[src/rtl/saa_pkg.sv]
`default_nettype none

package saa_pkg;

  localparam int unsigned FIELD_W        = 13;
  localparam int unsigned SUM_W          = FIELD_W + 1;
  localparam int unsigned NUM_CLASS_REGS = 4;
  localparam int unsigned CLS_W          = 2;
  localparam int unsigned QUEUE_DEPTH    = 2;
  localparam int unsigned REG_IDX_W      = 3;

  localparam logic [REG_IDX_W-1:0] REG_ATLAS_WIDTH  = 3'd0;
  localparam logic [REG_IDX_W-1:0] REG_ATLAS_HEIGHT = 3'd1;
  localparam logic [REG_IDX_W-1:0] REG_CLASS_H0     = 3'd2;
  localparam logic [REG_IDX_W-1:0] REG_CLASS_H1     = 3'd3;
  localparam logic [REG_IDX_W-1:0] REG_CLASS_H2     = 3'd4;
  localparam logic [REG_IDX_W-1:0] REG_CLASS_H3     = 3'd5;

  localparam logic [FIELD_W-1:0] RST_ATLAS_WIDTH  = 13'd1024;
  localparam logic [FIELD_W-1:0] RST_ATLAS_HEIGHT = 13'd1024;
  localparam logic [FIELD_W-1:0] RST_CLASS_H0     = 13'd16;
  localparam logic [FIELD_W-1:0] RST_CLASS_H1     = 13'd32;
  localparam logic [FIELD_W-1:0] RST_CLASS_H2     = 13'd64;
  localparam logic [FIELD_W-1:0] RST_CLASS_H3     = 13'd128;

  typedef enum logic [1:0] {
    ST_OK     = 2'd0,
    ST_HEIGHT = 2'd1,
    ST_WIDTH  = 2'd2,
    ST_FULL   = 2'd3
  } status_e;

  typedef logic [FIELD_W-1:0] class_heights_t [NUM_CLASS_REGS];

  // classified request, handed from front to back
  typedef struct packed {
    logic [CLS_W-1:0]   cls;
    logic [FIELD_W-1:0] class_h;
    logic [SUM_W-1:0]   sum;
    logic [FIELD_W-1:0] height;
    status_e            status;
  } req_t;

endpackage

`default_nettype wire

[src/rtl/saa_front.sv]
`default_nettype none

module saa_front #(
  parameter int unsigned NUM_CLASSES = 4,
  parameter int unsigned MAX_DIM     = 4096,
  localparam int unsigned DIM_W      = $clog2(MAX_DIM + 1)
) (
  input  wire logic [saa_pkg::FIELD_W-1:0] tex_width_i,
  input  wire logic [saa_pkg::FIELD_W-1:0] tex_height_i,
  input  wire logic [saa_pkg::FIELD_W-1:0] repeat_width_i,
  input  wire saa_pkg::class_heights_t     class_h_i,
  input  wire logic [DIM_W-1:0]            atlas_w_i,
  output saa_pkg::req_t                    req_o
);

  localparam int unsigned NREG  = (NUM_CLASSES < saa_pkg::NUM_CLASS_REGS) ?
                                  NUM_CLASSES : saa_pkg::NUM_CLASS_REGS;
  localparam int unsigned CMP_W = ((DIM_W > saa_pkg::SUM_W) ? DIM_W : saa_pkg::SUM_W) + 1;

  logic                         found;
  logic [saa_pkg::CLS_W-1:0]    cls;
  logic [saa_pkg::FIELD_W-1:0]  ch;
  logic [saa_pkg::SUM_W-1:0]    sum;

  assign sum = saa_pkg::SUM_W'(tex_width_i) + saa_pkg::SUM_W'(repeat_width_i);

  // first class in index order that is tall enough
  always_comb begin
    found = 1'b0;
    cls   = '0;
    ch    = '0;
    for (int i = 0; i < NREG; i++) begin
      if (!found && (tex_height_i <= class_h_i[i])) begin
        found = 1'b1;
        cls   = saa_pkg::CLS_W'(i);
        ch    = class_h_i[i];
      end
    end
  end

  always_comb begin
    req_o.cls     = cls;
    req_o.class_h = ch;
    req_o.sum     = sum;
    req_o.height  = tex_height_i;
    if (!found) begin
      req_o.status = saa_pkg::ST_HEIGHT;
    end else if (CMP_W'(sum) > CMP_W'(atlas_w_i)) begin
      req_o.status = saa_pkg::ST_WIDTH;
    end else begin
      req_o.status = saa_pkg::ST_OK;
    end
  end

endmodule

`default_nettype wire

[src/rtl/saa_queue.sv]
`default_nettype none

module saa_queue (
  input  wire logic          clk_i,
  input  wire logic          rst_ni,
  input  wire logic          push_i,
  input  wire saa_pkg::req_t push_data_i,
  output logic               full_o,
  input  wire logic          pop_i,
  output logic               valid_o,
  output saa_pkg::req_t      pop_data_o
);

  localparam int unsigned DEPTH = saa_pkg::QUEUE_DEPTH;
  localparam int unsigned PTR_W = (DEPTH > 1) ? $clog2(DEPTH) : 1;
  localparam int unsigned CNT_W = $clog2(DEPTH + 1);

  saa_pkg::req_t     mem_q [DEPTH];
  logic [PTR_W-1:0]  wr_ptr_q, wr_ptr_d;
  logic [PTR_W-1:0]  rd_ptr_q, rd_ptr_d;
  logic [CNT_W-1:0]  count_q, count_d;
  logic              do_push, do_pop;

  assign full_o     = (count_q == CNT_W'(DEPTH));
  assign valid_o    = (count_q != '0);
  assign pop_data_o = mem_q[rd_ptr_q];
  assign do_push    = push_i && !full_o;
  assign do_pop     = pop_i && valid_o;

  always_comb begin
    wr_ptr_d = wr_ptr_q;
    rd_ptr_d = rd_ptr_q;
    count_d  = count_q;
    if (do_push) begin
      wr_ptr_d = (wr_ptr_q == PTR_W'(DEPTH - 1)) ? '0 : wr_ptr_q + 1'b1;
    end
    if (do_pop) begin
      rd_ptr_d = (rd_ptr_q == PTR_W'(DEPTH - 1)) ? '0 : rd_ptr_q + 1'b1;
    end
    if (do_push && !do_pop) begin
      count_d = count_q + 1'b1;
    end else if (do_pop && !do_push) begin
      count_d = count_q - 1'b1;
    end
  end

  always_ff @(posedge clk_i or negedge rst_ni) begin
    if (!rst_ni) begin
      wr_ptr_q <= '0;
      rd_ptr_q <= '0;
      count_q  <= '0;
    end else begin
      wr_ptr_q <= wr_ptr_d;
      rd_ptr_q <= rd_ptr_d;
      count_q  <= count_d;
    end
  end

  always_ff @(posedge clk_i) begin
    if (do_push) begin
      mem_q[wr_ptr_q] <= push_data_i;
    end
  end

`ifndef ASSERT_OFF
  a_count_bound: assert property (@(posedge clk_i) disable iff (!rst_ni)
    count_q <= CNT_W'(DEPTH))
    else $error("queue count above depth");
`endif

endmodule

`default_nettype wire

[src/rtl/saa_back.sv]
`default_nettype none

module saa_back #(
  parameter int unsigned NUM_CLASSES = 4,
  parameter int unsigned MAX_DIM     = 4096,
  localparam int unsigned DIM_W      = $clog2(MAX_DIM + 1)
) (
  input  wire logic                        clk_i,
  input  wire logic                        rst_ni,
  input  wire logic                        req_valid_i,
  input  wire saa_pkg::req_t               req_i,
  output logic                             req_pop_o,
  input  wire logic [DIM_W-1:0]            atlas_w_i,
  input  wire logic [DIM_W-1:0]            atlas_h_i,
  output logic                             out_valid_o,
  input  wire logic                        out_ready_i,
  output logic [saa_pkg::FIELD_W-1:0]      pos_x_o,
  output logic [saa_pkg::FIELD_W-1:0]      pos_y_o,
  output logic [saa_pkg::FIELD_W-1:0]      placed_width_o,
  output logic [saa_pkg::FIELD_W-1:0]      placed_height_o,
  output saa_pkg::status_e                 status_o
);

  localparam int unsigned CIDX_W = (NUM_CLASSES > 1) ? $clog2(NUM_CLASSES) : 1;
  localparam int unsigned CMP_W  = ((DIM_W > saa_pkg::SUM_W) ? DIM_W : saa_pkg::SUM_W) + 1;

  logic [DIM_W-1:0] shelf_x_q [NUM_CLASSES];
  logic [DIM_W-1:0] shelf_y_q [NUM_CLASSES];
  logic [DIM_W-1:0] fill_y_q, fill_y_d;

  logic                       out_valid_q;
  logic [saa_pkg::FIELD_W-1:0] pos_x_q, pos_x_d;
  logic [saa_pkg::FIELD_W-1:0] pos_y_q, pos_y_d;
  logic [saa_pkg::FIELD_W-1:0] pw_q, pw_d;
  logic [saa_pkg::FIELD_W-1:0] ph_q, ph_d;
  saa_pkg::status_e            status_q, status_d;

  logic [CIDX_W-1:0] idx;
  logic [DIM_W-1:0]  cur_x, cur_y, px, py;
  logic              new_shelf, no_room, place;

  assign req_pop_o = req_valid_i && (!out_valid_q || out_ready_i);
  assign idx       = CIDX_W'(req_i.cls);
  assign cur_x     = shelf_x_q[idx];
  assign cur_y     = shelf_y_q[idx];

  // shelf too short for this item: try to open a new one at the fill line
  assign new_shelf = (CMP_W'(cur_x) + CMP_W'(req_i.sum)) > CMP_W'(atlas_w_i);
  assign no_room   = (CMP_W'(fill_y_q) + CMP_W'(req_i.class_h)) > CMP_W'(atlas_h_i);
  assign place     = (req_i.status == saa_pkg::ST_OK) && !(new_shelf && no_room);
  assign px        = new_shelf ? '0 : cur_x;
  assign py        = new_shelf ? fill_y_q : cur_y;
  assign fill_y_d  = DIM_W'(CMP_W'(fill_y_q) + CMP_W'(req_i.class_h));

  always_comb begin
    pos_x_d  = '0;
    pos_y_d  = '0;
    pw_d     = '0;
    ph_d     = '0;
    status_d = req_i.status;
    if (place) begin
      pos_x_d = saa_pkg::FIELD_W'(px);
      pos_y_d = saa_pkg::FIELD_W'(py);
      pw_d    = saa_pkg::FIELD_W'(req_i.sum);
      ph_d    = req_i.height;
    end else if (req_i.status == saa_pkg::ST_OK) begin
      status_d = saa_pkg::ST_FULL;
    end
  end

  always_ff @(posedge clk_i or negedge rst_ni) begin
    if (!rst_ni) begin
      out_valid_q <= 1'b0;
      fill_y_q    <= '0;
      for (int i = 0; i < NUM_CLASSES; i++) begin
        shelf_x_q[i] <= DIM_W'(MAX_DIM);
        shelf_y_q[i] <= '0;
      end
    end else begin
      if (req_pop_o) begin
        out_valid_q <= 1'b1;
      end else if (out_ready_i) begin
        out_valid_q <= 1'b0;
      end
      if (req_pop_o && place) begin
        shelf_x_q[idx] <= DIM_W'(CMP_W'(px) + CMP_W'(req_i.sum));
        if (new_shelf) begin
          shelf_y_q[idx] <= fill_y_q;
          fill_y_q       <= fill_y_d;
        end
      end
    end
  end

  always_ff @(posedge clk_i) begin
    if (req_pop_o) begin
      pos_x_q  <= pos_x_d;
      pos_y_q  <= pos_y_d;
      pw_q     <= pw_d;
      ph_q     <= ph_d;
      status_q <= status_d;
    end
  end

  assign out_valid_o     = out_valid_q;
  assign pos_x_o         = pos_x_q;
  assign pos_y_o         = pos_y_q;
  assign placed_width_o  = pw_q;
  assign placed_height_o = ph_q;
  assign status_o        = status_q;

`ifndef ASSERT_OFF
  a_fill_monotonic: assert property (@(posedge clk_i) disable iff (!rst_ni)
    fill_y_q >= $past(fill_y_q))
    else $error("fill line moved down");

  a_error_zero: assert property (@(posedge clk_i) disable iff (!rst_ni)
    out_valid_q && (status_q != saa_pkg::ST_OK) |->
      (pos_x_q == '0) && (pos_y_q == '0) && (pw_q == '0) && (ph_q == '0))
    else $error("error result carries a placement");

  a_error_keeps_state: assert property (@(posedge clk_i) disable iff (!rst_ni)
    req_pop_o && !place |=> $stable(fill_y_q))
    else $error("rejected item changed the fill line");
`endif

endmodule

`default_nettype wire

[src/rtl/shelf_atlas_allocator_core.sv]
// Shelf-packing rectangle allocator for a 2D atlas.
// Input channel (in_valid_i/in_ready_o) takes one request: tex_width_i,
// tex_height_i and repeat_width_i. Output channel (out_valid_o/out_ready_i)
// returns one result per request: pos_x_o, pos_y_o, placed_width_o,
// placed_height_o and status_o (ok, height out of range, too wide, atlas full).
// A request is classified on acceptance (height class, width check) and
// written into a two-entry queue; the placement unit pops it and registers
// the result. One request per cycle is sustained while out_ready_i is high,
// as the placement unit looks up and updates a shelf combinationally in
// the cycle it pops a request.
// A stalled output holds its result; the queue keeps taking requests until
// it is full, then in_ready_o drops.
// Reset empties the queue and the result register, marks every shelf full,
// clears the fill line and loads the default atlas and class sizes.
// Configuration writes (cfg_we_i, cfg_index_i, cfg_data_i) are registered
// and are meant for idle periods only.
`default_nettype none

module shelf_atlas_allocator_core #(
  parameter int unsigned NUM_CLASSES = 4,
  parameter int unsigned MAX_DIM     = 4096
) (
  input  wire logic                          clk_i,
  input  wire logic                          rst_ni,
  input  wire logic                          cfg_we_i,
  input  wire logic [saa_pkg::REG_IDX_W-1:0] cfg_index_i,
  input  wire logic [saa_pkg::FIELD_W-1:0]   cfg_data_i,
  input  wire logic                          in_valid_i,
  output logic                               in_ready_o,
  input  wire logic [saa_pkg::FIELD_W-1:0]   tex_width_i,
  input  wire logic [saa_pkg::FIELD_W-1:0]   tex_height_i,
  input  wire logic [saa_pkg::FIELD_W-1:0]   repeat_width_i,
  output logic                               out_valid_o,
  input  wire logic                          out_ready_i,
  output logic [saa_pkg::FIELD_W-1:0]        pos_x_o,
  output logic [saa_pkg::FIELD_W-1:0]        pos_y_o,
  output logic [saa_pkg::FIELD_W-1:0]        placed_width_o,
  output logic [saa_pkg::FIELD_W-1:0]        placed_height_o,
  output logic [1:0]                         status_o
);

  localparam int unsigned DIM_W = $clog2(MAX_DIM + 1);

  logic [saa_pkg::FIELD_W-1:0] atlas_w_q, atlas_h_q;
  saa_pkg::class_heights_t     class_h_q;
  logic [DIM_W-1:0]            atlas_w_sat, atlas_h_sat;

  saa_pkg::req_t    front_req, queue_req;
  logic             queue_full, queue_valid, queue_pop;
  saa_pkg::status_e status;

  always_ff @(posedge clk_i or negedge rst_ni) begin
    if (!rst_ni) begin
      atlas_w_q    <= saa_pkg::RST_ATLAS_WIDTH;
      atlas_h_q    <= saa_pkg::RST_ATLAS_HEIGHT;
      class_h_q[0] <= saa_pkg::RST_CLASS_H0;
      class_h_q[1] <= saa_pkg::RST_CLASS_H1;
      class_h_q[2] <= saa_pkg::RST_CLASS_H2;
      class_h_q[3] <= saa_pkg::RST_CLASS_H3;
    end else if (cfg_we_i) begin
      case (cfg_index_i)
        saa_pkg::REG_ATLAS_WIDTH:  atlas_w_q    <= cfg_data_i;
        saa_pkg::REG_ATLAS_HEIGHT: atlas_h_q    <= cfg_data_i;
        saa_pkg::REG_CLASS_H0:     class_h_q[0] <= cfg_data_i;
        saa_pkg::REG_CLASS_H1:     class_h_q[1] <= cfg_data_i;
        saa_pkg::REG_CLASS_H2:     class_h_q[2] <= cfg_data_i;
        saa_pkg::REG_CLASS_H3:     class_h_q[3] <= cfg_data_i;
        default: ;
      endcase
    end
  end

  // atlas size clamps to the largest supported dimension
  assign atlas_w_sat = (32'(atlas_w_q) > MAX_DIM) ? DIM_W'(MAX_DIM) : DIM_W'(atlas_w_q);
  assign atlas_h_sat = (32'(atlas_h_q) > MAX_DIM) ? DIM_W'(MAX_DIM) : DIM_W'(atlas_h_q);

  assign in_ready_o = !queue_full;

  saa_front #(
    .NUM_CLASSES (NUM_CLASSES),
    .MAX_DIM     (MAX_DIM)
  ) u_front (
    .tex_width_i    (tex_width_i),
    .tex_height_i   (tex_height_i),
    .repeat_width_i (repeat_width_i),
    .class_h_i      (class_h_q),
    .atlas_w_i      (atlas_w_sat),
    .req_o          (front_req)
  );

  saa_queue u_queue (
    .clk_i       (clk_i),
    .rst_ni      (rst_ni),
    .push_i      (in_valid_i),
    .push_data_i (front_req),
    .full_o      (queue_full),
    .pop_i       (queue_pop),
    .valid_o     (queue_valid),
    .pop_data_o  (queue_req)
  );

  saa_back #(
    .NUM_CLASSES (NUM_CLASSES),
    .MAX_DIM     (MAX_DIM)
  ) u_back (
    .clk_i           (clk_i),
    .rst_ni          (rst_ni),
    .req_valid_i     (queue_valid),
    .req_i           (queue_req),
    .req_pop_o       (queue_pop),
    .atlas_w_i       (atlas_w_sat),
    .atlas_h_i       (atlas_h_sat),
    .out_valid_o     (out_valid_o),
    .out_ready_i     (out_ready_i),
    .pos_x_o         (pos_x_o),
    .pos_y_o         (pos_y_o),
    .placed_width_o  (placed_width_o),
    .placed_height_o (placed_height_o),
    .status_o        (status)
  );

  assign status_o = status;

endmodule

`default_nettype wire
[config.mk]
export PLATFORM = sky130hd
export DESIGN_NAME = shelf_atlas_allocator_core
export DESIGN_NICKNAME = d
export VERILOG_FILES = /design/src/rtl/saa_pkg.sv /design/src/rtl/saa_front.sv /design/src/rtl/saa_queue.sv /design/src/rtl/saa_back.sv /design/src/rtl/shelf_atlas_allocator_core.sv
export SDC_FILE = /design/constraint.sdc
export NUM_CORES = 1
export LEC_CHECK = 0
export ABC_AREA = 1
export BUFFER_PORTS_ARGS = -buffer_cell sky130_fd_sc_hd__buf_2
export CAP_MARGIN = 30
export CORE_MARGIN = 2
export CORE_UTILIZATION = 55
export CTS_CLUSTER_DIAMETER = 120
export CTS_CLUSTER_SIZE = 28
export DETAILED_ROUTE_END_ITERATION = 8
export PLACE_DENSITY = 0.76
export SYNTH_ARGS = -nofsm -noshare
export SYNTH_HDL_FRONTEND = slang
export SYNTH_SLANG_ARGS = --single-unit
[constraint.sdc]
create_clock -name clk_i -period 6.7 [get_ports clk_i]
set_clock_uncertainty 0.05 [all_clocks]
set_input_delay 1.34 -clock clk_i [delete_from_list [all_inputs] [get_ports clk_i]]
set_output_delay 1.34 -clock clk_i [all_outputs]
set_load 0.01 [all_outputs]
Word-level counts from Yosys, hierarchy flattened --
Memory sizes are Yosys's and may differ from the RTL's. Cells that the tools add are included.
Storage, ports and cells: register bits after elaboration 254, bits in writable memories 88, output and inout port bits 56, logic and storage cells 121, memories kept 1
Cells by class: add/subtract/negate cells 8, $lt $le $gt $ge 11, equal/unequal tests 6, mux-type cells 37, bitwise operators 1, reduce and logical (&&, ||, !) cells 33
Memories:
- u_queue.mem_q | words 2, width 44, read ports 1, clocked after memory_dff 0, write ports 1, line saa_queue.sv:18 | saa_pkg::req_t mem_q [DEPTH];
Operators by type and width (count):
- 2-to-1 mux 13 bit | 13
- bitwise mux 52 bit | 2
- binary-select mux 13 bit (select 2 bit) | 2
- less-or-equal comparator 13 bit | 4
- greater-than comparator 15 x 13 -> 1 bit | 2
- adder 13 x 13 -> 14 bit | 2
- demux 13 bit (select 2 bit) | 1
- greater-than comparator 13 bit (second input constant) | 2
- 2-to-1 mux 2 bit | 8
- adder 13 x 14 -> 15 bit | 1
- greater-than comparator 14 x 13 -> 1 bit | 1
- AND reduction 2 bit | 7
- adder 13 bit | 1
- logical AND 1 bit | 12
- 2-to-1 mux 1 bit | 11
- zero test 1 bit | 8
- equality test 3 x 2 -> 1 bit (second input constant) | 2
- equality test 3 bit (second input constant) | 2
- nonzero test 2 bit | 3
- equality test 3 x 1 -> 1 bit (second input constant) | 1
- greater-or-equal comparator 3 bit (second input constant) | 1
- zero test 3 bit | 1
- < comparator 3 x 1 -> 1 bit (second input constant) | 1
- inverter 2 -> 3 bit | 1
- 6 further kinds | 7

Depth between registers and ports, before layout --
Gate-level depths: netlist of run 1.
word-level depth 12, mapped depth 52, depth with buffers taken out 49

By module --
Synthesis of run 1 repeated with hierarchy kept, for this count alone.
Second synthesis, totals: cells, all modules 2357, area total of the unflattened synthesis 19748.9 sq um
By module, submodules not included:
- saa_back | instances 1, cells an instance 1220, area an instance 9889.5 sq um, seq. area each 4579.4 sq um
- saa_queue | instances 1, cells an instance 261, area an instance 3473.3 sq um, seq. area each 2742.6 sq um
- shelf_atlas_allocator_core | instances 1, cells an instance 349, area an instance 3311.9 sq um, seq. area each 1959.4 sq um
- saa_front | instances 1, cells an instance 527, area an instance 3074.2 sq um, seq. area each 0.0 sq um

Worst setup path after synthesis of run 1 --
OpenSTA, ideal clock, no wires.
path kind register to register, start point register u_queue.rd_ptr_q, end point register u_back.shelf_x_q[12] (netlist name), arrival 6.390 ns, required time 6.589 ns, path slack 0.199 ns, stages on the path, launching flop included 51, buffers on the path 3, path through dfrtp_1 -> buf_6 -> nand2_1 -> inv_1 -> nor2_2 -> nand2_1 -> inv_1 -> clkbuf_1 -> nand2_1 -> nand3_1 -> ha_1 -> inv_1 -> fa_1 -> o21bai_1 -> nand2_1 -> nand2_1 -> nand2_1 -> nand2_1 -> [15 not listed] -> buf_2 -> nand2_1 -> inv_1 -> ha_1 -> inv_1 -> fa_1 -> nand3b_1 -> and2_1 -> inv_1 -> nand4_1 -> nand4_1 -> xor2_1 -> inv_1 -> nand4_1 -> nand2_1 -> inv_1 -> nand2_1 -> nand2_1
RTL lines:
- start: declaration | line saa_queue.sv:20 | logic [PTR_W-1:0] rd_ptr_q, rd_ptr_d;
- start signal: assignment | line saa_queue.sv:54 | rd_ptr_q <= rd_ptr_d;
- memory read (2 x 44 bit) *
- inverter 2 -> 3 bit (not written as such) | line saa_back.sv:44 | assign cur_x = shelf_x_q[idx];
- binary-select mux 13 bit (select 2 bit) | line saa_back.sv:44
- 2-to-1 mux 13 bit (not written as such) (2 in series) | line saa_back.sv:44
- adder 13 x 14 -> 15 bit | line saa_back.sv:48 | assign new_shelf = (CMP_W'(cur_x) + CMP_W'(req_i.sum)) > CMP_W'(atlas_w_i);
- greater-than comparator 15 x 13 -> 1 bit | line saa_back.sv:48
- 2-to-1 mux 13 bit * | line saa_back.sv:51 | assign px = new_shelf ? '0 : cur_x;
- net u_back.px[0] | line saa_back.sv:39 | logic [DIM_W-1:0] cur_x, cur_y, px, py;
- adder 13 bit * | line saa_back.sv:86 | shelf_x_q[idx] <= DIM_W'(CMP_W'(px) + CMP_W'(req_i.sum));
- bitwise mux 52 bit * | line saa_back.sv:86
- end signal: indexed assignment | line saa_back.sv:76 | shelf_x_q[i] <= DIM_W'(MAX_DIM);
- end signal: indexed assignment | line saa_back.sv:86
- end: declaration | line saa_back.sv:27 | logic [DIM_W-1:0] shelf_x_q [NUM_CLASSES];
Mark *: on every way through the listed nets, which the timed path passes. The rest lies on a longest branch. The select of a mux whose other input is x is not followed. A chain may end at the register's enable or synchronous reset.

Worst setup path after layout of run 1 --
start point register u_queue.rd_ptr_q, end point register u_back.shelf_x_q[37] (netlist name)
Same word-level chain as after synthesis.

==> results of run 1 <==
## per-layer routing
| metal | vias up | track usage |
|---|---|---|
| li1 | 7302 | - |
| met1 | 7158 | 0.375 |
| met2 | 589 | 0.446 |
| met3 | 87 | 0.0367 |
| met4 | 0 | 0.0827 |
| met5 | - | 0 |
## cells in the mapped netlist (5+ instances only)
master / number
o21ai_1: 22
inv_1: 221
nand4_1: 16
or2_2: 5
a22oi_1: 33
buf_6: 7
a21oi_1: 115
dfstp_2: 10
nor2_2: 6
nor2_1: 98
nand2_1: 684
xor2_1: 33
nand3_1: 69
o21ai_0: 178
ha_1: 142
nor3_1: 14
o211ai_1: 7
xnor2_1: 12
o22ai_1: 14
o21a_1: 5
clkbuf_1: 46
edfxtp_1: 142
buf_2: 9
dfrtp_1: 190
## layout make-up
class	instances	share of cell area
sequential	342	0.454
multi-input combinational	1509	0.408
timing repair buffer	157	0.0454
inverter	225	0.0414
tap	448	0.0274
clock buffer	27	0.0226
clock inverter	1	0.00147
## sequential cells by signal (all words and copies together) (netlist names), 52 cells and up
name / count
class_h_q: 52
u_back.shelf_x_q: 52
u_back.shelf_y_q: 52
u_queue.mem_q: 88
## cells by family after synthesis
| group | Yosys count | synth area share |
|---|---|---|
| AO/OA/AOI/OAI | 402 | 0.119 |
| AND/OR/NAND/NOR | 916 | 0.201 |
| flip-flops | 342 | 0.497 |
| buffers and inverters | 293 | 0.0627 |
| XOR/XNOR | 45 | 0.0211 |
| adder cells (fa/ha/maj) | 146 | 0.0995 |
## worst min-delay path by stage
stage,startpoint,depth (start not counted),slack [ps],to
6_report,u_queue.count_q[0],1,430,u_queue.count_q[0]
5_1_grt,u_back.shelf_x_q[38],2,450,u_back.shelf_x_q[38]
4_1_cts,u_back.shelf_x_q[12],2,430,u_back.shelf_x_q[12]
2_1_floorplan,u_queue.count_q[0],1,400,u_queue.count_q[0]
3_5_place_dp,u_queue.count_q[0],1,410,u_queue.count_q[0]
3_3_place_gp,u_queue.count_q[0],1,410,u_queue.count_q[0]
## where the power goes
| group | internal (mW) | total [mW] | switching (mW) |
|---|---|---|---|
| sequential | 2.96 | 3.32 | 0.357 |
| combinational | 1.91 | 5.65 | 3.74 |
| clock | 0.490 | 1.16 | 0.672 |
| total | 5.36 | 10.1 | 4.77 |
## per-stage QoR
stage          total power [mW]  TNS (ps)  setup WS, ps  cells
2_1_floorplan              6.99         0           199   2144
3_3_place_gp               8.47         0           433   2672
3_5_place_dp               8.65         0           184   2672
4_1_cts                    9.82         0          68.5   2700
5_1_grt                    10.9      -492          -124   2709
6_report                   10.1         0           418   2709
## placed cells by master, fill, tap and decap left out, types with 32 or more instances in the layout
cell	netlist	final
nand2_1	684	676
inv_1	221	214
a21oi_1	115	114
o21ai_0	178	177
xor2_1	33	32
a22oi_1	33	32
nand3_1	69	67
nor2_1	98	95
edfxtp_1	142	142
dfrtp_1	190	189
buf_4	2	37
buf_2	9	114
ha_1	142	140
## worst max-delay path, delay by kind of cell (launching register included)
| family | cells | cell delay (ps) |
|---|---|---|
| and+or+nand+nor | 24 | 2440 |
| AOI/OAI and AO/OA | 7 | 1100 |
| buffers and inverters | 10 | 860 |
| adders and majority gates | 3 | 850 |
| DFF | 1 | 520 |
| xor gates and xnor gates | 2 | 390 |
## timing repair
action,4_1_cts,5_1_grt
hold buffers,0,0
setup buffers,0,9
gates resized for setup,0,41
endpoints found under the setup margin,0,40
==> results.yml, run 1 <==
run:
  drv_cap: 0
power_and_ir_drop:
  power_density_nw_per_um2: 495
  ir_drop_v: 0.000321
  p_leak_nw: 10.1
clock_network:
  cts_inserted_buffers: 16
  clockRootBuffer: "clkbuf_16"
  clock-sinks: 342
  cts_tree: "built"
  cts-htree-levels: 1
  clk_path_buf_depth: 3
  clkSlewWorstSetupHoldPaths_ps: 120
  clk-insertion-delay-late_ps: 520
placement:
  place_hpwl_mm: 34.9
  numPortBuffers: 115
  placed_area_um2: 19800
  place_congestion: 0.983
cells_and_area:
  utilization: 0.612
  seq_area_um2: 9280
  antennaDiodeCount: 0
  fillers: 2868
  multi_input_area_um2: 8350
  final_nets: 2457
  final_design_area_no_fill_um2: 20500
  area_growth_pct: 9.61
  drive_gt1_frac: 0.110
global_routing:
  overflow: 0
  grtUsageTotal: 0.271
  grt_pass1_wl_mm: 76.2
  grt_pass1_vias: 14700
  grt_start_max_net_pins: 102
  antenna_found_initial: 0
routing:
  drt_pass1_iterations: 6
  dr.max_layer_used: "met4"
  finalWirelength_mm: 47.8
  route.vias.total: 15100
  vias_per_cell: 5.59
  met1_length_mm: 20.7
  post_drt_wl_per_cell_um: 17.7
  drt-initial-drc-count: 1489
  ant_nets: 0
  dr_wl_met2_mm: 22.6
  remaining_drc_errors: 0
  dr_wl_met3_mm: 3.28
die:
  core-area_um2: 33400
  initial_core_util: 0.558
  num_rows: 67
  die_w_um: 188
  pin_count: 116
  die-area_um2: 35400
  chipHeight_um: 188
setup_path:
  path_class: "flop to flop"
  worstPathRequired_ps: 7110
  r2r_end: "u_back.shelf_x_q[37]"
  r2r_setup_slack_ps: 420
  slowest_stage: "dfrtp_2"
  cp_data_arrival_time_ps: 6690
  cp_max_fo: 21
  critPathCapture: "u_back.shelf_x_q[37]"
  start_kind: "flop"
  startpoint: "u_queue.rd_ptr_q"
  cpPeakStageDelay_ps: 520
  cp_common_cell: "nand2_1"
  reg2reg_depth: 46
  rr_startpoint: "u_queue.rd_ptr_q"
  cp-end-kind: "flop"
logic_synthesis:
  synth_edf_count: 142
  yosys-top-cells-area: "dfrtp_1 (25%), edfxtp_1 (23%), nand2_1 (14%), ha_1 (9.5%), o21ai_0 (4.8%)"
  yosysWarningCount: 0
  syn_area_per_cell_um2: 8.71
  syn_area_um2: 18700
  ys_async_sr_fraction: 0.585
  synth_top_area_frac: 0.255
  synth_cell_types: 55
  synth_nets: 2350
  yosysTopAreaCell: "dfrtp_1"
  syn_inst: 2144
  yosysSeqAreaShare: 0.497
  ys.flop_type: "dfrtp_1"
  synth.ff_latch_count: 342
sta:
  setup_viol: 0
  whs_ps: 428
  period_needed_ps: 6280
  max_slew_margin: 0.368
  timing.fmax_ghz: 0.159
  hold_viol_final: 0
  tightestPinTransition_ps: 945
  slew_viol_final: 0
  post-route-period-util: 0.938
run_status:
  outcome: "finished clean"
hold_path:
  hold_class: "flop to flop"
Note: power is estimated with default switching activity, not from simulation.
==> run 2: changes to the inputs <==
Settings changed: ABC_AREA 1 to default, PLACE_DENSITY 0.76 to 0.73.
Clock period 6.7 ns to 7.45 ns, I/O delays scaled along.
==> run 2 against run 1 <==
Against the previous run: setup slack got worse by 130 ps; design area is 0.63% lower; wire length down 13%; non-clock buffer count up 1; sequential share of layout area up 0.29 points; die area fell by 1.1%; core utilization decreased by 0.079 points; register-to-register slack lost 130 ps; synthesized cell count decreased by 31%; sequential cell count did not move; sequential power fell by 7.2%; final cell count is 24% lower; largest cell class unchanged.
==> results.yml, run 2 <==
cells_and_area:
  layout_commonest_cell: "dfrtp_1"
  largest_register_ffs: 88
  fillers: 2662
  layout_common_cells: "dfrtp_1 (189), edfxtp_1 (142), ha_1 (140), buf_2 (114), nor2_1 (90)"
  area_growth_pct: 10.2
  drive_gt1_frac: 0.219
  final_nets: 1806
  regMostFlops: "u_queue.mem_q"
  antennaDiodeCount: 0
  final_cells: 2058
  utilization: 0.611
logic_synthesis:
  yosys-top-cells-area: "dfrtp_1 (26%), edfxtp_1 (23%), ha_1 (9.6%), mux2_1 (5.1%), mux2_2 (4.6%)"
  ys.flop_type: "dfrtp_1"
  yosysTopAreaCell: "dfrtp_1"
  synth_top_family_by_area: "multiplexers"
  synth-compound-area-share: 0.0861
  syn_inst: 1481
  syn_area_um2: 18500
  synth-adder-area-share: 0.101
  yosysWarningCount: 0
  yosys.cell_count.top_type: "dfrtp_1"
  ys_async_sr_fraction: 0.585
  syn_area_per_cell_um2: 12.5
  synthMuxAreaShare: 0.172
  synth_nets: 1687
  synth.ff_latch_count: 342
  synth_edf_count: 142
  yosys.area_share.simple: 0.0832
  yosysSeqAreaShare: 0.503
  synth-xor-area-share: 0.0226
  synth_top_area_frac: 0.258
  synth_cell_types: 66
  synth_common_cells: "dfrtp_1 (190), edfxtp_1 (142), ha_1 (142), inv_1 (92), nor2_1 (91)"
run:
  drv_cap: 0
die:
  die-area_um2: 35000
  die_w_um: 187
  core-area_um2: 33300
  chipHeight_um: 187
  num_rows: 67
  pin_count: 116
  initial_core_util: 0.554
placement:
  placedCellCount: 2023
  place_hpwl_mm: 30.2
  place_congestion: 0.880
  numPortBuffers: 115
setup_path:
  r2r_end: "u_back.shelf_x_q[25]"
  worstPathRequired_ps: 7860
  slowest_stage: "dfrtp_2"
  cp_data_arrival_time_ps: 7570
  cp-end-kind: "flop"
  rr_startpoint: "u_queue.rd_ptr_q"
  reg2reg_depth: 34
  crit_family: "compound AO/OA/AOI/OAI gates"
  r2r_setup_slack_ps: 290
  path_buf_inv: 4
  cpPeakStageDelay_ps: 430
  start_kind: "flop"
  path_class: "flop to flop"
  cp_max_fo: 16
clock_network:
  cts_inserted_buffers: 16
  clockRootBuffer: "clkbuf_16"
  clkSlewWorstSetupHoldPaths_ps: 110
  cts_tree: "built"
  postCtsHoldBufs: 0
  clk-insertion-delay-late_ps: 520
  clock-sinks: 342
  cts-htree-levels: 1
  clk_path_buf_depth: 3
sta:
  finalSetupTns_ps: 0
  period_needed_ps: 7160
  tightestPinTransition_ps: 952
  setup_viol: 0
  post-route-period-util: 0.961
  slew_viol_final: 0
  timing.fmax_ghz: 0.140
  max_slew_margin: 0.363
  hold_viol_final: 0
run_status:
  outcome: "finished clean"
hold_path:
  hp-start: "u_back.shelf_y_q[14]"
  hold_end: "u_back.shelf_y_q[14]"
  hold_class: "flop to flop"
  whs_path_depth: 1
global_routing:
  met2_usage: 0.378
  use_met3: 0.0285
  gr-usage-met1: 0.359
  grt_pass1_wl_mm: 66.3
  grt_pass1_vias: 12000
  grt_start_max_net_pins: 87
  overflow: 0
  grt_busiest_layer: "met2"
  antenna_found_initial: 0
  grtUsageTotal: 0.239
power_and_ir_drop:
  fin_total_pwr_mw: 9.98
  power_density_nw_per_um2: 491
  ir_drop_v: 0.000374
  p_leak_nw: 9.11
routing:
  route.vias.total: 12100
  post_drt_wl_per_cell_um: 20.3
  drt-initial-drc-count: 984
  drt_pass1_iterations: 5
  vias_per_cell: 5.87
  ant_nets: 0
  finalWirelength_mm: 41.7
  remaining_drc_errors: 0
run 2: cell types whose count changed after synthesis, sizes merged, moves of 30 or more:
cell	previous run	this run
o21ai	202	65
nand3	72	25
mux2i	0	39
nor2b	0	30
mux2	0	189
a21oi	116	59
nand2	689	69
inv	224	92
run 2: area by class of cell:
class | instances | area [um^2] | share of cell area
Clock buffer | 27 | 463 | 0.0228
Clock inverter | 1 | 30.0 | 0.00148
Multi-Input combinational cell | 990 | 8700 | 0.428
Inverter | 92 | 345 | 0.0170
Sequential cell | 342 | 9280 | 0.456
Tap cell | 448 | 561 | 0.0276
Timing Repair Buffer | 158 | 956 | 0.0470
run 2: power breakdown:
part	leakage, nW	switching, mW	internal [mW]	total (mW)
logic	5.02	3.33	2.53	5.86
clock network	0.233	0.597	0.441	1.04
registers	3.86	0.337	2.74	3.08
total	9.11	4.26	5.72	9.98
run 2: timing repair:
item,CTS,global route
setup endpoints to repair,4,16
gates cloned,1,0
pin swaps,1,9
resized for setup,1,21
buffers inserted,0,6
run 2: worst max-delay path by stage:
stage	start	endpoint	slack, ps	depth (start not counted)
finish	u_queue.rd_ptr_q	u_back.shelf_x_q[25]	290	34
global route	u_queue.rd_ptr_q	u_back.shelf_x_q[12]	-50	33
CTS	u_queue.rd_ptr_q	u_back.shelf_x_q[25]	90	35
detailed placement	u_queue.rd_ptr_q	u_back.shelf_x_q[25]	-4	35
global placement	u_queue.rd_ptr_q	u_back.shelf_x_q[25]	140	35
floorplan	u_queue.rd_ptr_q	u_back.shelf_x_q[12]	1	36
run 2: routing by layer:
layer  routed length [um]  share of wire  vias to the layer above
li1                     -              -                     5665
met3                 2240          0.054                       44
met2                19000           0.46                      321
met4                  680          0.016                        0
met1                19800           0.47                     6056
met5                    0              0                        -
run 2: kinds of logic (layout without fill, tap and decap cells):
group | after synthesis | in the layout
DFF | 342 | 342
and+or+nand+nor | 309 | 309
muxes | 251 | 251
AOI/OAI and AO/OA | 238 | 238
buffers and inverters | 149 | 278
adders and majority gates | 146 | 146
xor gates and xnor gates | 46 | 46
run 2: stage by stage:
stage / worst slack [ps] / hold WS (ps) / area [um^2]
after detailed placement: -4.11 / 425 / 19700
after global placement: 138 / 418 / 19700
after floorplan: 1.41 / 409 / 18500
after CTS: 94.9 / 450 / 20200
final: 291 / 447 / 20300
after global routing: -52.9 / 464 / 20300
run 2: worst reg2reg max path: cells and delay by family, from the launching register on:
kind / cells / cell delay, ps
DFF: 1 / 430
muxes: 3 / 990
adders and majority gates: 4 / 1170
xor gates and xnor gates: 1 / 230
buffers and inverters: 4 / 500
AOI/OAI and AO/OA: 17 / 3070
and+or+nand+nor: 5 / 640
==> run 3: changes to the inputs <==
Settings changed: PLACE_DENSITY 0.73 to 0.76.
Clock period 7.45 ns to 6.35 ns, I/O delays scaled along.
==> run 3 against run 2 <==
Against the previous run: the flow now finishes with violations (negative setup slack); critical path depth is 1 higher; global-route usage is 0.79 points higher; register-to-register slack worse by 780 ps; fmax is 4.7% higher; critical path type unchanged.
==> results.yml, run 3 (same netlist as run 2, synthesis figures left out) <==
setup_path:
  slowest_stage: "mux4_2"
  startpoint: "u_queue.rd_ptr_q"
  crit_family: "compound AO/OA/AOI/OAI gates"
  worstPathRequired_ps: 6760
  cp.depth: 35
  path_class: "flop to flop"
  reg2reg_depth: 35
  cp_data_arrival_time_ps: 7240
  start_kind: "flop"
  rr_startpoint: "u_queue.rd_ptr_q"
  cpPeakStageDelay_ps: 470
  cp-end-kind: "flop"
  r2r_setup_slack_ps: -480
  cp_max_fo: 4
  r2r_end: "u_back.shelf_x_q[38]"
  path_buf_inv: 4
routing:
  remaining_drc_errors: 0
  dr_wl_met3_mm: 2.35
  dr.max_layer_used: "met4"
  drt_pass1_iterations: 5
  drt-initial-drc-count: 990
  dr_wl_met2_mm: 19.5
  post_drt_wl_per_cell_um: 20.2
  ant_nets: 0
  vias_per_cell: 5.79
  route.vias.total: 12300
  finalWirelength_mm: 42.9
  met1_length_mm: 20.1
global_routing:
  overflow: 0
  grt_start_max_net_pins: 186
  grt_pass1_vias: 12600
  grt_pass1_wl_mm: 69.0
  grtUsageTotal: 0.247
  antenna_found_initial: 0
clock_network:
  clkSlewWorstSetupHoldPaths_ps: 110
  cts_tree: "built"
  clockRootBuffer: "clkbuf_16"
  clk-insertion-delay-late_ps: 540
  cts_inserted_buffers: 16
  clock-sinks: 342
  clk_path_buf_depth: 3
  cts-htree-levels: 1
hold_path:
  hold_end: "u_back.shelf_y_q[25]"
  whs_path_depth: 1
  hold_class: "flop to flop"
  hp-start: "u_back.shelf_y_q[25]"
power_and_ir_drop:
  ir_drop_v: 0.000463
  p_sw_frac: 0.420
  power_density_nw_per_um2: 603
  switchingPower_mw: 5.33
  internal_power_mw: 7.37
  p_clk_frac: 0.095
  p_comb_frac: 0.620
  p_leak_nw: 9.54
  seqPwrFrac: 0.285
sta:
  slew_viol_final: 0
  period_needed_ps: 6830
  timing.fmax_ghz: 0.146
  max_slew_margin: 0.241
  setup_ws_ps: -484
  setup_viol: 26
  hold_viol_final: 0
  grt_setup_unrepaired: "true"
  post-route-period-util: 1.08
  tightestPinTransition_ps: 1140
cells_and_area:
  drive_gt1_frac: 0.274
  multi_input_area_um2: 8910
  final_design_area_no_fill_um2: 21000
  final_nets: 1874
  largest_register_ffs: 88
  utilization: 0.632
  fillers: 2574
  area_growth_pct: 14.0
  regMostFlops: "u_queue.mem_q"
  layout_commonest_cell: "dfrtp_1"
  antennaDiodeCount: 0
  layout_common_cells: "dfrtp_1 (189), edfxtp_1 (142), ha_1 (137), buf_2 (114), buf_4 (106)"
  seq_area_um2: 9280
  final_cells: 2126
die:
  core-area_um2: 33300
  pin_count: 116
  num_rows: 67
  die_w_um: 187
  chipHeight_um: 187
  die-area_um2: 35000
  initial_core_util: 0.554
placement:
  dp_slack_ps: -359
  numPortBuffers: 115
  placedCellCount: 2086
  placed_area_um2: 20300
  place_congestion: 0.851
  place_hpwl_mm: 31.1
run:
  drv_cap: 0
run_status:
  outcome: "complete, but fails checks"
  violations: "negative setup slack"
## run 3: cell count changes in the layout (fill, tap and decap cells not counted), moves of 4 or more
cell	before	now
mux2_4	31	49
inv_1	89	85
inv_2	3	7
ha_4	1	5
mux2_1	83	65
buf_4	38	106
## run 3: how the worst max path moves through the flow
stage / to / slack [ps]
final: u_back.shelf_x_q[38] / -480
after global routing: u_back.shelf_x_q[12] / -820
after CTS: u_back.shelf_x_q[38] / -360
after detailed placement: u_back.shelf_x_q[38] / -360
after global placement: u_back.shelf_x_q[12] / -240
after floorplan: u_back.shelf_x_q[12] / -500
## run 3: cell type report
cell class,instances,share of cell area
clock buffers,26,0.0208
inverters,92,0.0164
flip-flops and latches,342,0.441
repair buffers,226,0.0695
clock inverters,2,0.00220
multi-input cells,990,0.423
well taps,448,0.0266
## run 3: timing repair
| action | 4_1_cts | 5_1_grt |
|---|---|---|
| resized for setup | 22 | 16 |
| pin swaps | 24 | 8 |
| endpoints found under the setup margin | 113 | 118 |
| setup buffers | 6 | 6 |
| hold buffers | 0 | 0 |
## run 3: power groups by stage
| stage | registers, mW | clock network [mW] | logic [mW] |
|---|---|---|---|
| after floorplan | 3.63 | 0 | 4.88 |
| after global placement | 3.62 | 0 | 7.14 |
| after detailed placement | 3.66 | 0 | 7.36 |
| after CTS | 3.62 | 1.23 | 7.63 |
| after global routing | 3.71 | 1.31 | 8.61 |
| final | 3.62 | 1.20 | 7.87 |
## run 3: layer usage
metal | track usage | vias up
met3 | 0.0313 | 48
li1 | - | 5822
met1 | 0.368 | 6122
met4 | 0.0553 | 0
met2 | 0.390 | 315
met5 | 0 | -
## run 3: per-stage QoR
stage	hold WS (ps)	TNS (ps)	power (mW)
after CTS	451	-4740	12.5
after global routing	458	-33680	13.6
after global placement	418	-3230	10.8
after floorplan	409	-8380	8.51
after detailed placement	427	-7950	11.0
final	446	-7130	12.7
